### config.mk
export PLATFORM = sky130hd
export DESIGN_NAME = c8_ctrl
export DESIGN_NICKNAME = d
export VERILOG_FILES = /design/src/design/c8_pkg.sv /design/src/design/c8_ctrl.sv
export VERILOG_INCLUDE_DIRS = /design/src /design/src/design
export SDC_FILE = /design/constraint.sdc
export NUM_CORES = 1
export LEC_CHECK = 0
export BUFFER_PORTS_ARGS = -buffer_cell sky130_fd_sc_hd__buf_2
export CORE_MARGIN = 4
export CORE_UTILIZATION = 45
export CTS_CLUSTER_DIAMETER = 40
export CTS_CLUSTER_SIZE = 8
export DETAILED_ROUTE_END_ITERATION = 16
export GPL_TIMING_DRIVEN = 0
export HOLD_SLACK_MARGIN = 0.06
export PLACE_DENSITY = 0.74
export SYNTH_ARGS = -nofsm -noshare
export SYNTH_HDL_FRONTEND = slang
export SYNTH_SLANG_ARGS = --single-unit
### constraint.sdc
create_clock -name clk -period 2.02 [get_ports clk]
set_input_delay 0.505 -clock clk [delete_from_list [all_inputs] [get_ports clk]]
set_output_delay 0.505 -clock clk [all_outputs]
set_load 0.1 [all_outputs]
### src/design/assert_macros.svh
// Assertion macros used by the sequencer.
`ifndef ASSERT_MACROS_SVH
`define ASSERT_MACROS_SVH

// Check on the block clock, disabled while reset is asserted.
`define C8_ASSERT(lbl, prop, msg) \
	lbl: assert property (@(posedge clk) disable iff (!arst_n) prop) else $error(msg);

// Check on an explicitly named clock and active-low reset.
`define C8_ASSERT_CLK(lbl, ck, rn, prop, msg) \
	lbl: assert property (@(posedge ck) disable iff (!rn) prop) else $error(msg);

`endif

### src/design/c8_pkg.sv
// ----------------------------------------------------------------------------
// c8_pkg
// Types, constants and the font table shared by the CHIP-8 core.
// ----------------------------------------------------------------------------
package c8_pkg;

	localparam int MEM_BYTES       = 4096;
	localparam int MEM_AW          = 12;
	localparam int DISP_PIXELS     = 2048;
	localparam int DISP_AW         = 11;
	localparam int STACK_DEPTH_DEF = 16;
	localparam int FONT_BYTES      = 80;

	localparam logic [11:0] START_RESET = 12'h200;

	localparam logic [1:0] ACT_LOAD = 2'd0;
	localparam logic [1:0] ACT_EXEC = 2'd1;

	localparam logic [7:0] FONT [FONT_BYTES] = '{
		8'hF0, 8'h90, 8'h90, 8'h90, 8'hF0, 8'h20, 8'h60, 8'h20, 8'h20, 8'h70,
		8'hF0, 8'h10, 8'hF0, 8'h80, 8'hF0, 8'hF0, 8'h10, 8'hF0, 8'h10, 8'hF0,
		8'h90, 8'h90, 8'hF0, 8'h10, 8'h10, 8'hF0, 8'h80, 8'hF0, 8'h10, 8'hF0,
		8'hF0, 8'h80, 8'hF0, 8'h90, 8'hF0, 8'hF0, 8'h10, 8'h20, 8'h40, 8'h40,
		8'hF0, 8'h90, 8'hF0, 8'h90, 8'hF0, 8'hF0, 8'h90, 8'hF0, 8'h10, 8'hF0,
		8'hF0, 8'h90, 8'hF0, 8'h90, 8'h90, 8'hE0, 8'h90, 8'hE0, 8'h90, 8'hE0,
		8'hF0, 8'h80, 8'h80, 8'h80, 8'hF0, 8'hE0, 8'h90, 8'h90, 8'h90, 8'hE0,
		8'hF0, 8'h80, 8'hF0, 8'h80, 8'hF0, 8'hF0, 8'h80, 8'hF0, 8'h80, 8'h80
	};

	typedef enum logic [4:0] {
		S_SWEEP, S_IDLE, S_LOAD, S_PIX_RD, S_PIX_LAT,
		S_F_HI, S_F_LO, S_F_OPL, S_F_VX, S_F_VY, S_EXEC,
		S_RET, S_CLS, S_SETF,
		S_D_ROW, S_D_BITS, S_D_COL, S_D_PIX,
		S_BCD0, S_BCD1, S_BCD2,
		S_ST_RD, S_ST_WR, S_LD_RD, S_LD_WR, S_IEND,
		S_TICK, S_FIN
	} state_t;

	typedef enum logic [4:0] {
		U_SWEEP, U_IDLE, U_LOAD, U_PIX_RD, U_PIX_LAT,
		U_F_HI, U_F_LO, U_F_OPL, U_F_VX, U_F_VY, U_EXEC,
		U_RET, U_CLS, U_SETF,
		U_D_ROW, U_D_BITS, U_D_COL, U_D_PIX,
		U_BCD0, U_BCD1, U_BCD2,
		U_ST_RD, U_ST_WR, U_LD_RD, U_LD_WR, U_IEND,
		U_TICK, U_FIN
	} uop_t;

	// Follow-up work that an instruction needs after its execute cycle.
	typedef enum logic [2:0] {
		CL_DONE, CL_SETF, CL_CLS, CL_RET, CL_DRAW, CL_BCD, CL_STORE, CL_LOAD
	} cls_t;

	typedef struct packed {
		uop_t uop;
	} cmd_t;

	typedef struct packed {
		logic       accept;
		logic [1:0] action;
		cls_t       cls;
		logic       row_done;
		logic       bit_set;
		logic       col_last;
		logic       idx_last;
		logic       cls_last;
		logic       sweep_last;
		logic       out_free;
	} status_t;

	// Highest pressed key.
	function automatic logic [3:0] high_key(input logic [15:0] keys);
		logic [3:0] r;
		r = '0;
		for (int i = 0; i < 16; i++) begin
			if (keys[i]) begin
				r = 4'(i);
			end
		end
		return r;
	endfunction

endpackage

### src/design/c8_ctrl.sv
// ----------------------------------------------------------------------------
// c8_ctrl
// Sequencer of the CHIP-8 core: fetch, execute and multi-cycle follow-ups.
// ----------------------------------------------------------------------------
`include "assert_macros.svh"

module c8_ctrl (
	input  logic            clk,
	input  logic            arst_n,
	input  c8_pkg::status_t sts,
	output c8_pkg::cmd_t    cmd
);
	import c8_pkg::*;

	state_t state_q, state_d;

	always_ff @(posedge clk or negedge arst_n) begin
		if (!arst_n) begin
			state_q <= S_SWEEP;
		end else begin
			state_q <= state_d;
		end
	end

	always_comb begin
		state_d = state_q;
		case (state_q)
			S_SWEEP: if (sts.sweep_last) state_d = S_IDLE;
			S_IDLE: begin
				if (sts.accept) begin
					case (sts.action)
						ACT_LOAD: state_d = S_LOAD;
						ACT_EXEC: state_d = S_F_HI;
						default:  state_d = S_PIX_RD;
					endcase
				end
			end
			S_LOAD:    state_d = S_FIN;
			S_PIX_RD:  state_d = S_PIX_LAT;
			S_PIX_LAT: state_d = S_FIN;
			S_F_HI:    state_d = S_F_LO;
			S_F_LO:    state_d = S_F_OPL;
			S_F_OPL:   state_d = S_F_VX;
			S_F_VX:    state_d = S_F_VY;
			S_F_VY:    state_d = S_EXEC;
			S_EXEC: begin
				case (sts.cls)
					CL_SETF:  state_d = S_SETF;
					CL_CLS:   state_d = S_CLS;
					CL_RET:   state_d = S_RET;
					CL_DRAW:  state_d = S_D_ROW;
					CL_BCD:   state_d = S_BCD0;
					CL_STORE: state_d = S_ST_RD;
					CL_LOAD:  state_d = S_LD_RD;
					default:  state_d = S_TICK;
				endcase
			end
			S_RET:    state_d = S_TICK;
			S_CLS:    if (sts.cls_last) state_d = S_TICK;
			S_SETF:   state_d = S_TICK;
			S_D_ROW:  state_d = sts.row_done ? S_SETF : S_D_BITS;
			S_D_BITS: state_d = S_D_COL;
			S_D_COL: begin
				if (sts.bit_set) begin
					state_d = S_D_PIX;
				end else begin
					state_d = sts.col_last ? S_D_ROW : S_D_COL;
				end
			end
			S_D_PIX:  state_d = sts.col_last ? S_D_ROW : S_D_COL;
			S_BCD0:   state_d = S_BCD1;
			S_BCD1:   state_d = S_BCD2;
			S_BCD2:   state_d = S_TICK;
			S_ST_RD:  state_d = S_ST_WR;
			S_ST_WR:  state_d = sts.idx_last ? S_IEND : S_ST_RD;
			S_LD_RD:  state_d = S_LD_WR;
			S_LD_WR:  state_d = sts.idx_last ? S_IEND : S_LD_RD;
			S_IEND:   state_d = S_TICK;
			S_TICK:   state_d = S_FIN;
			S_FIN:    if (sts.out_free) state_d = S_IDLE;
			default:  state_d = S_SWEEP;
		endcase
	end

	always_comb begin
		case (state_q)
			S_SWEEP:   cmd.uop = U_SWEEP;
			S_IDLE:    cmd.uop = U_IDLE;
			S_LOAD:    cmd.uop = U_LOAD;
			S_PIX_RD:  cmd.uop = U_PIX_RD;
			S_PIX_LAT: cmd.uop = U_PIX_LAT;
			S_F_HI:    cmd.uop = U_F_HI;
			S_F_LO:    cmd.uop = U_F_LO;
			S_F_OPL:   cmd.uop = U_F_OPL;
			S_F_VX:    cmd.uop = U_F_VX;
			S_F_VY:    cmd.uop = U_F_VY;
			S_EXEC:    cmd.uop = U_EXEC;
			S_RET:     cmd.uop = U_RET;
			S_CLS:     cmd.uop = U_CLS;
			S_SETF:    cmd.uop = U_SETF;
			S_D_ROW:   cmd.uop = U_D_ROW;
			S_D_BITS:  cmd.uop = U_D_BITS;
			S_D_COL:   cmd.uop = U_D_COL;
			S_D_PIX:   cmd.uop = U_D_PIX;
			S_BCD0:    cmd.uop = U_BCD0;
			S_BCD1:    cmd.uop = U_BCD1;
			S_BCD2:    cmd.uop = U_BCD2;
			S_ST_RD:   cmd.uop = U_ST_RD;
			S_ST_WR:   cmd.uop = U_ST_WR;
			S_LD_RD:   cmd.uop = U_LD_RD;
			S_LD_WR:   cmd.uop = U_LD_WR;
			S_IEND:    cmd.uop = U_IEND;
			S_TICK:    cmd.uop = U_TICK;
			S_FIN:     cmd.uop = U_FIN;
			default:   cmd.uop = U_SWEEP;
		endcase
	end

	`C8_ASSERT(a_accept_idle, sts.accept |-> state_q == S_IDLE, "item accepted outside idle")
	`C8_ASSERT(a_sweep_once, state_q != S_SWEEP |=> state_q != S_SWEEP, "sweep re-entered")
	`C8_ASSERT(a_exec_after_fetch, state_q == S_EXEC |-> $past(state_q) == S_F_VY, "bad exec entry")
endmodule

==> results of run 1 <==
[placed cells by master (no fill, tap or decap), drive strengths merged, types with 3 or more instances in the layout]
cell type  netlist  layout
clkbuf           0       5
nor2            10      10
buf             12      27
a21oi           13      13
o21ai            9       9
inv              4       4
nor3b            3       3
dfrtp            5       5
nand2b           3       3
nor4             3       3
o21a             3       3
nor3             4       4
nand2            7       7
[per-layer routing]
| metal | wire length [um] | part of all wire | track usage | up-vias |
|---|---|---|---|---|
| met5 | 0 | 0 | 0 | - |
| met4 | 40 | 0.016 | 0.0553 | 0 |
| met3 | 224 | 0.090 | 0.0598 | 4 |
| met2 | 1190 | 0.48 | 0.322 | 57 |
| met1 | 1040 | 0.42 | 0.280 | 480 |
| li1 | - | - | - | 500 |
[worst max-delay path: stages, from the launching register on]
cell and delay (ps):
sky130_fd_sc_hd__dfrtp_1 330, sky130_fd_sc_hd__clkbuf_4 190, sky130_fd_sc_hd__buf_8 180, sky130_fd_sc_hd__inv_1 130, sky130_fd_sc_hd__a21oi_2 170, sky130_fd_sc_hd__buf_12 190
[cells by family (layout without fill, tap and decap cells)]
logic type	after synthesis	in the layout	share of synthesized area
xor gates and xnor gates	2	2	0.0198
buffers and inverters	17	38	0.120
muxes	3	3	0.0353
and+or+nand+nor	45	45	0.308
AOI/OAI and AO/OA	47	47	0.376
DFF	5	5	0.141
[final cells by class]
cell class              instances  share of cell area
plain buffers                   9              0.0736
clock buffers                   4              0.0238
inverters                       5              0.0215
multi-input cells              97               0.612
flip-flops and latches          5               0.113
well taps                      25              0.0283
repair buffers                 20               0.128
[repair_timing]
| action | in CTS | in global routing |
|---|---|---|
| setup buffers | 0 | 0 |
| setup endpoints to repair | 5 | 5 |
| endpoints found under the hold margin | 0 | 2 |
| gates resized for setup | 10 | 5 |
| hold buffers | 0 | 1 |
[path summary, 6_finish.rpt]
kind | startpoint | endpoint | slack (ps)
max in group asynchronous | arst_n | state_q[2] | 1280
setup / recovery | state_q[3] | cmd[3] | 80
hold reg to reg | state_q[1] | state_q[2] | 780
setup reg to reg | state_q[3] | state_q[3] | 270
min in group asynchronous | arst_n | state_q[0] | 610
hold / removal | sts[2] | state_q[2] | 580
[per-stage QoR]
step	cell area [sq um]	setup TNS, ps	worst slack [ps]	hold WS, ps
floorplan	907	-1100	-340	209
global placement	1030	-139	-70.3	319
detailed placement	1030	-178	-86.3	323
CTS	1080	0	37.4	67.8
global route	1100	0	5.27	597
finish	1100	0	83.4	584
==> impl_summary.txt, run 1 <==
----------------------------------------------------
[Floorplanning]
  Number of top-level pins ... 20
  Die W ... 52.4 um
  Initial Utilization ... 0.492
  Overall die area ... 2740 sq um
  Overall die height ... 52.4 um
  Core box area ... 1800 sq um
  Number of placement rows ... 15

[Clock tree]
  Clock sinks ... 5
  Clock root buffer ... sky130_fd_sc_hd__clkbuf_4
  CTS clk-pin slew, worst paths ... 40 ps
  Num CTS Buffers ... 3
  # H-tree levels ... 1
  TritonCTS clock tree ... yes
  Clk buf depth ... 2
  Insertion delay of the later-clocked pin in the worst-skew pair ... 240 ps

[Synthesis]
  Most instantiated library cell after synthesis ... sky130_fd_sc_hd__a21oi_1
  Fraction of registers with async set/reset ... 1.00
  #FFs+latches synth ... 5
  Cell Area, Synth ... 886 sq um
  Fraction of the yosys area taken by sequential cells ... 0.141
  Commonest register cell after synthesis ... sky130_fd_sc_hd__dfrtp_1
  Leading post-synthesis cells by cell area ... sky130_fd_sc_hd__dfrtp_1 14%, sky130_fd_sc_hd__a21oi_1 6.8%, sky130_fd_sc_hd__o21ai_0 5.1%
  Post-synthesis cell count ... 119
  Count of flip-flops with a built-in enable after synthesis ... 0
  Fraction of synthesized cell area taken by the top area cell type ... 0.141
  Biggest area consumer among synthesized cells ... sky130_fd_sc_hd__dfrtp_1
  Syn nets ... 134
  Average footprint of a synthesized cell ... 7.44 sq um
  Synthesis warning total ... 0
  Post-synth top cells ... 12 x sky130_fd_sc_hd__a21oi_1, 10 x sky130_fd_sc_hd__nor2_1, 9 x sky130_fd_sc_hd__o21ai_0, 7 x sky130_fd_sc_hd__nand2_1, 6 x sky130_fd_sc_hd__buf_2
  Number of distinct library cells after synthesis ... 50

[Placed design]
  Number of port buffers ... 19
  Inst Count DP ... 163
  DP Wirelength ... 1910 um
  Weighted congestion reported at the end of routability-driven placement ... 0.909

[Status]
  Outcome ... finished clean

[Routing]
  Average via count per standard cell ... 6.31
  Routed Wire Length ... 2500 um
  First drt pass iteration count ... 4
  Average routed wire per standard cell ... 15.2 um
  Number of nets still failing antenna checks after routing ... 0
  First DRT Iteration DRCs ... 45
  Via Count ... 1,041
  Detailed-route DRC error count ... 0

[Timing]
  Unrepaired setup endpoints after global routing ... no
  Number of endpoints with negative hold slack in the final report ... 0
  Tmin final ... 1940 ps
  Tightest slew margin relative to the limit ... 0.712
  Count of endpoints failing setup in the final report ... 0
  Max-slew violation count ... 0
  Highest achievable clock rate ... 0.516 GHz
  Final cycle utilization of the critical path ... 0.959
  Actual transition at the worst max-transition pin ... 431 ps
  Final clock skew ... 2.75 ps

[Critical path]
  Req. time, crit path ... 1510 ps
  Type of the worst setup path ... reg2out
  Type of origin of the critical path ... flop
  Worst setup EP type ... primary output
  Max Fanout on Critical Path ... 19
  Worst reg-to-reg path cell count ... 7
  Arrival time of data at the critical path endpoint ... 1430 ps

[Finish]
  Share of layout cells above drive strength 1 ... 0.314
  Antenna cell count ... 0
  Largest register FFs ... 5
  Layout net count ... 156
  Total area of multi-input combinational cells ... 676 sq um
  Top flop regs ... state_q: 5 flops
  Final design utilization ... 0.613
  Largest register by flop count ... state_q
  Filler Cell Count ... 176
  Post-synthesis to final-layout area growth ... 24.7%
  Sequential Area ... 125 sq um
  Non-filler cells in the finished layout ... 165

[Min path]
  Kind of path behind the tightest hold check ... in2reg
  Number of stages on the worst hold path ... 4

[Global route]
  Number of global-route vias before repair ... 942
  Global-route wire length before repair ... 4310 um
  Overall fraction of global-route tracks in use ... 0.208
  Largest net degree at the start of global routing ... 20
  Initial antenna violation count ... 0
  Aggregate global routing overflow ... 0

[Run]
  Maximum capacitance violations ... 0

----------------------------------------------------
Power of run 1 is not shown: default switching activity piles up to over one toggle a cycle in this logic, so the estimate is an artifact.
==> run 2, diff against run 1 <==
Settings changed: CAP_MARGIN from default to 20, CTS_BUF_LIST from default to sky130_fd_sc_hd__clkbuf_16, SLEW_MARGIN from default to 40.
==> impl_summary.txt, run 2 (synthesis results as in run 1) <==
----------------------------------------------------
[Timing]
  Highest achievable clock rate ... 0.509 GHz
  Count of endpoints failing setup in the final report ... 0
  Final clock skew ... 0.266 ps
  Final cycle utilization of the critical path ... 0.972
  Smallest setup slack after layout ... 55.9 ps
  Tightest slew margin relative to the limit ... 0.720
  Number of endpoints with negative hold slack in the final report ... 0
  Unrepaired setup endpoints after global routing ... no
  Setup tns final ... 0 ps
  Max-slew violation count ... 0
  Actual transition at the worst max-transition pin ... 420 ps
  Tmin final ... 1960 ps

[Min path]
  Kind of path behind the tightest hold check ... in2async

[Placed design]
  Minimum setup slack after placement ... -86.3 ps
  DP Wirelength ... 1910 um
  Cell area after placement ... 1030 sq um
  Number of port buffers ... 19
  Weighted congestion reported at the end of routability-driven placement ... 0.909

[Clock tree]
  TritonCTS clock tree ... yes
  Clock root buffer ... sky130_fd_sc_hd__clkbuf_16
  # H-tree levels ... 1
  CTS clk-pin slew, worst paths ... 30 ps
  Insertion delay of the later-clocked pin in the worst-skew pair ... 220 ps
  Num CTS Buffers ... 3
  Clk buf depth ... 2
  Clock sinks ... 5
  Number of hold-repair buffers added at the cts stage ... 0

[Finish]
  Largest register FFs ... 5
  Commonest non-fill, non-tap cells in the layout ... 17 x sky130_fd_sc_hd__buf_2, 10 x sky130_fd_sc_hd__a21oi_1, 10 x sky130_fd_sc_hd__nor2_1
  Filler Cell Count ... 173
  Final standard cell area without fillers ... 1130 sq um
  Top flop regs ... state_q: 5 flops
  Final design utilization ... 0.628
  Layout net count ... 155
  Post-synthesis to final-layout area growth ... 27.8%
  Antenna cell count ... 0
  Leading cell type in the layout, fill and taps excluded ... sky130_fd_sc_hd__buf_2
  Share of layout cells above drive strength 1 ... 0.317
  Largest register by flop count ... state_q

[Critical path]
  Type of the worst setup path ... reg2out
  Arrival time of data at the critical path endpoint ... 1460 ps
  Worst setup EP type ... primary output
  Crit path top cell by count ... sky130_fd_sc_hd__buf_6
  Req. time, crit path ... 1510 ps
  Startpoint of the worst setup timing path ... state_q[3]
  Cell at the slowest stage of the critical path ... sky130_fd_sc_hd__dfrtp_1
  Endpoint of the worst-slack reg-to-reg timing path ... state_q[3]
  Capture point of the worst path ... cmd[3]
  Levels on crit path ... 5
  Worst reg-to-reg path cell count ... 7
  Type of origin of the critical path ... flop
  Delay-heaviest family, CP ... buffers and inverters
  Max Fanout on Critical Path ... 19
  Number of buffers and inverters on the critical path ... 4
  Minimum setup slack among reg-to-reg paths ... 280 ps
  FF-to-FF Start ... state_q[3]
  Series of cell instances along the critical path ... buf_2, buf_6, inv_1, a21oi_2, buf_6
  Delay of the slowest cell on the worst path ... 310 ps

[Global route]
  Overall fraction of global-route tracks in use ... 0.219
  Aggregate global routing overflow ... 0
  Largest net degree at the start of global routing ... 20
  Number of global-route vias before repair ... 974
  Initial antenna violation count ... 0
  Global-route wire length before repair ... 4470 um

[Floorplanning]
  Die W ... 52.4 um
  Number of placement rows ... 15
  Core box area ... 1800 sq um
  Overall die area ... 2740 sq um
  Overall die height ... 52.4 um
  Initial Utilization ... 0.492
  Number of top-level pins ... 20

[Routing]
  First DRT Iteration DRCs ... 36
  Via Count ... 1,052
  Average via count per standard cell ... 6.41
  Average routed wire per standard cell ... 15.9 um
  Number of nets still failing antenna checks after routing ... 0
  First drt pass iteration count ... 4
  Detailed-route DRC error count ... 0
  Routed Wire Length ... 2610 um

[Status]
  Outcome ... finished clean

[Run]
  Maximum capacitance violations ... 0

----------------------------------------------------
[run 2: layout make-up]
class	instances	area, sq um	share of cell area
Multi-Input combinational cell	97	676	0.597
Sequential cell	5	125	0.110
Timing Repair Buffer	19	123	0.108
Clock buffer	3	75.1	0.0663
Buffer	9	75.1	0.0663
Tap cell	25	31.3	0.0276
Inverter	5	23.8	0.0210
Clock inverter	1	3.75	0.00331
[run 2: how the worst min path moves through the flow]
stage,endpoint,cells past startpoint
CTS,state_q[1],1
detailed placement,state_q[0],1
finish,state_q[0],1
floorplan,state_q[0],0
global placement,state_q[4],1
global route,state_q[0],1
[run 2: repair_timing]
action | in CTS | in global routing
buffers inserted | 0 | 0
setup endpoints to repair | 5 | 2
cloned | 0 | 0
gates resized for setup | 9 | 2
[run 2: stage by stage]
step                instances  hold WS, ps
finish                    164         89.7
global route              164         99.3
CTS                       164         92.2
detailed placement        163          323
global placement          163          319
floorplan                 119          209
[run 2: layer usage]
layer  track usage  wire, um  share of wire
met5             0         0              0
met4        0.0681        61          0.023
met2         0.357      1290           0.49
met1         0.279      1070           0.41
met3        0.0541       186          0.071
[run 2: worst register-to-register path, cell delays in order, from the launching register on]
cell and delay, ps:
sky130_fd_sc_hd__dfrtp_1 350, sky130_fd_sc_hd__buf_2 170, sky130_fd_sc_hd__buf_6 180, sky130_fd_sc_hd__inv_1 180, sky130_fd_sc_hd__nor2_1 90, sky130_fd_sc_hd__a41oi_2 210, sky130_fd_sc_hd__o311ai_1 140, sky130_fd_sc_hd__a211o_1 300
Power of run 2 is left out for the same reason.
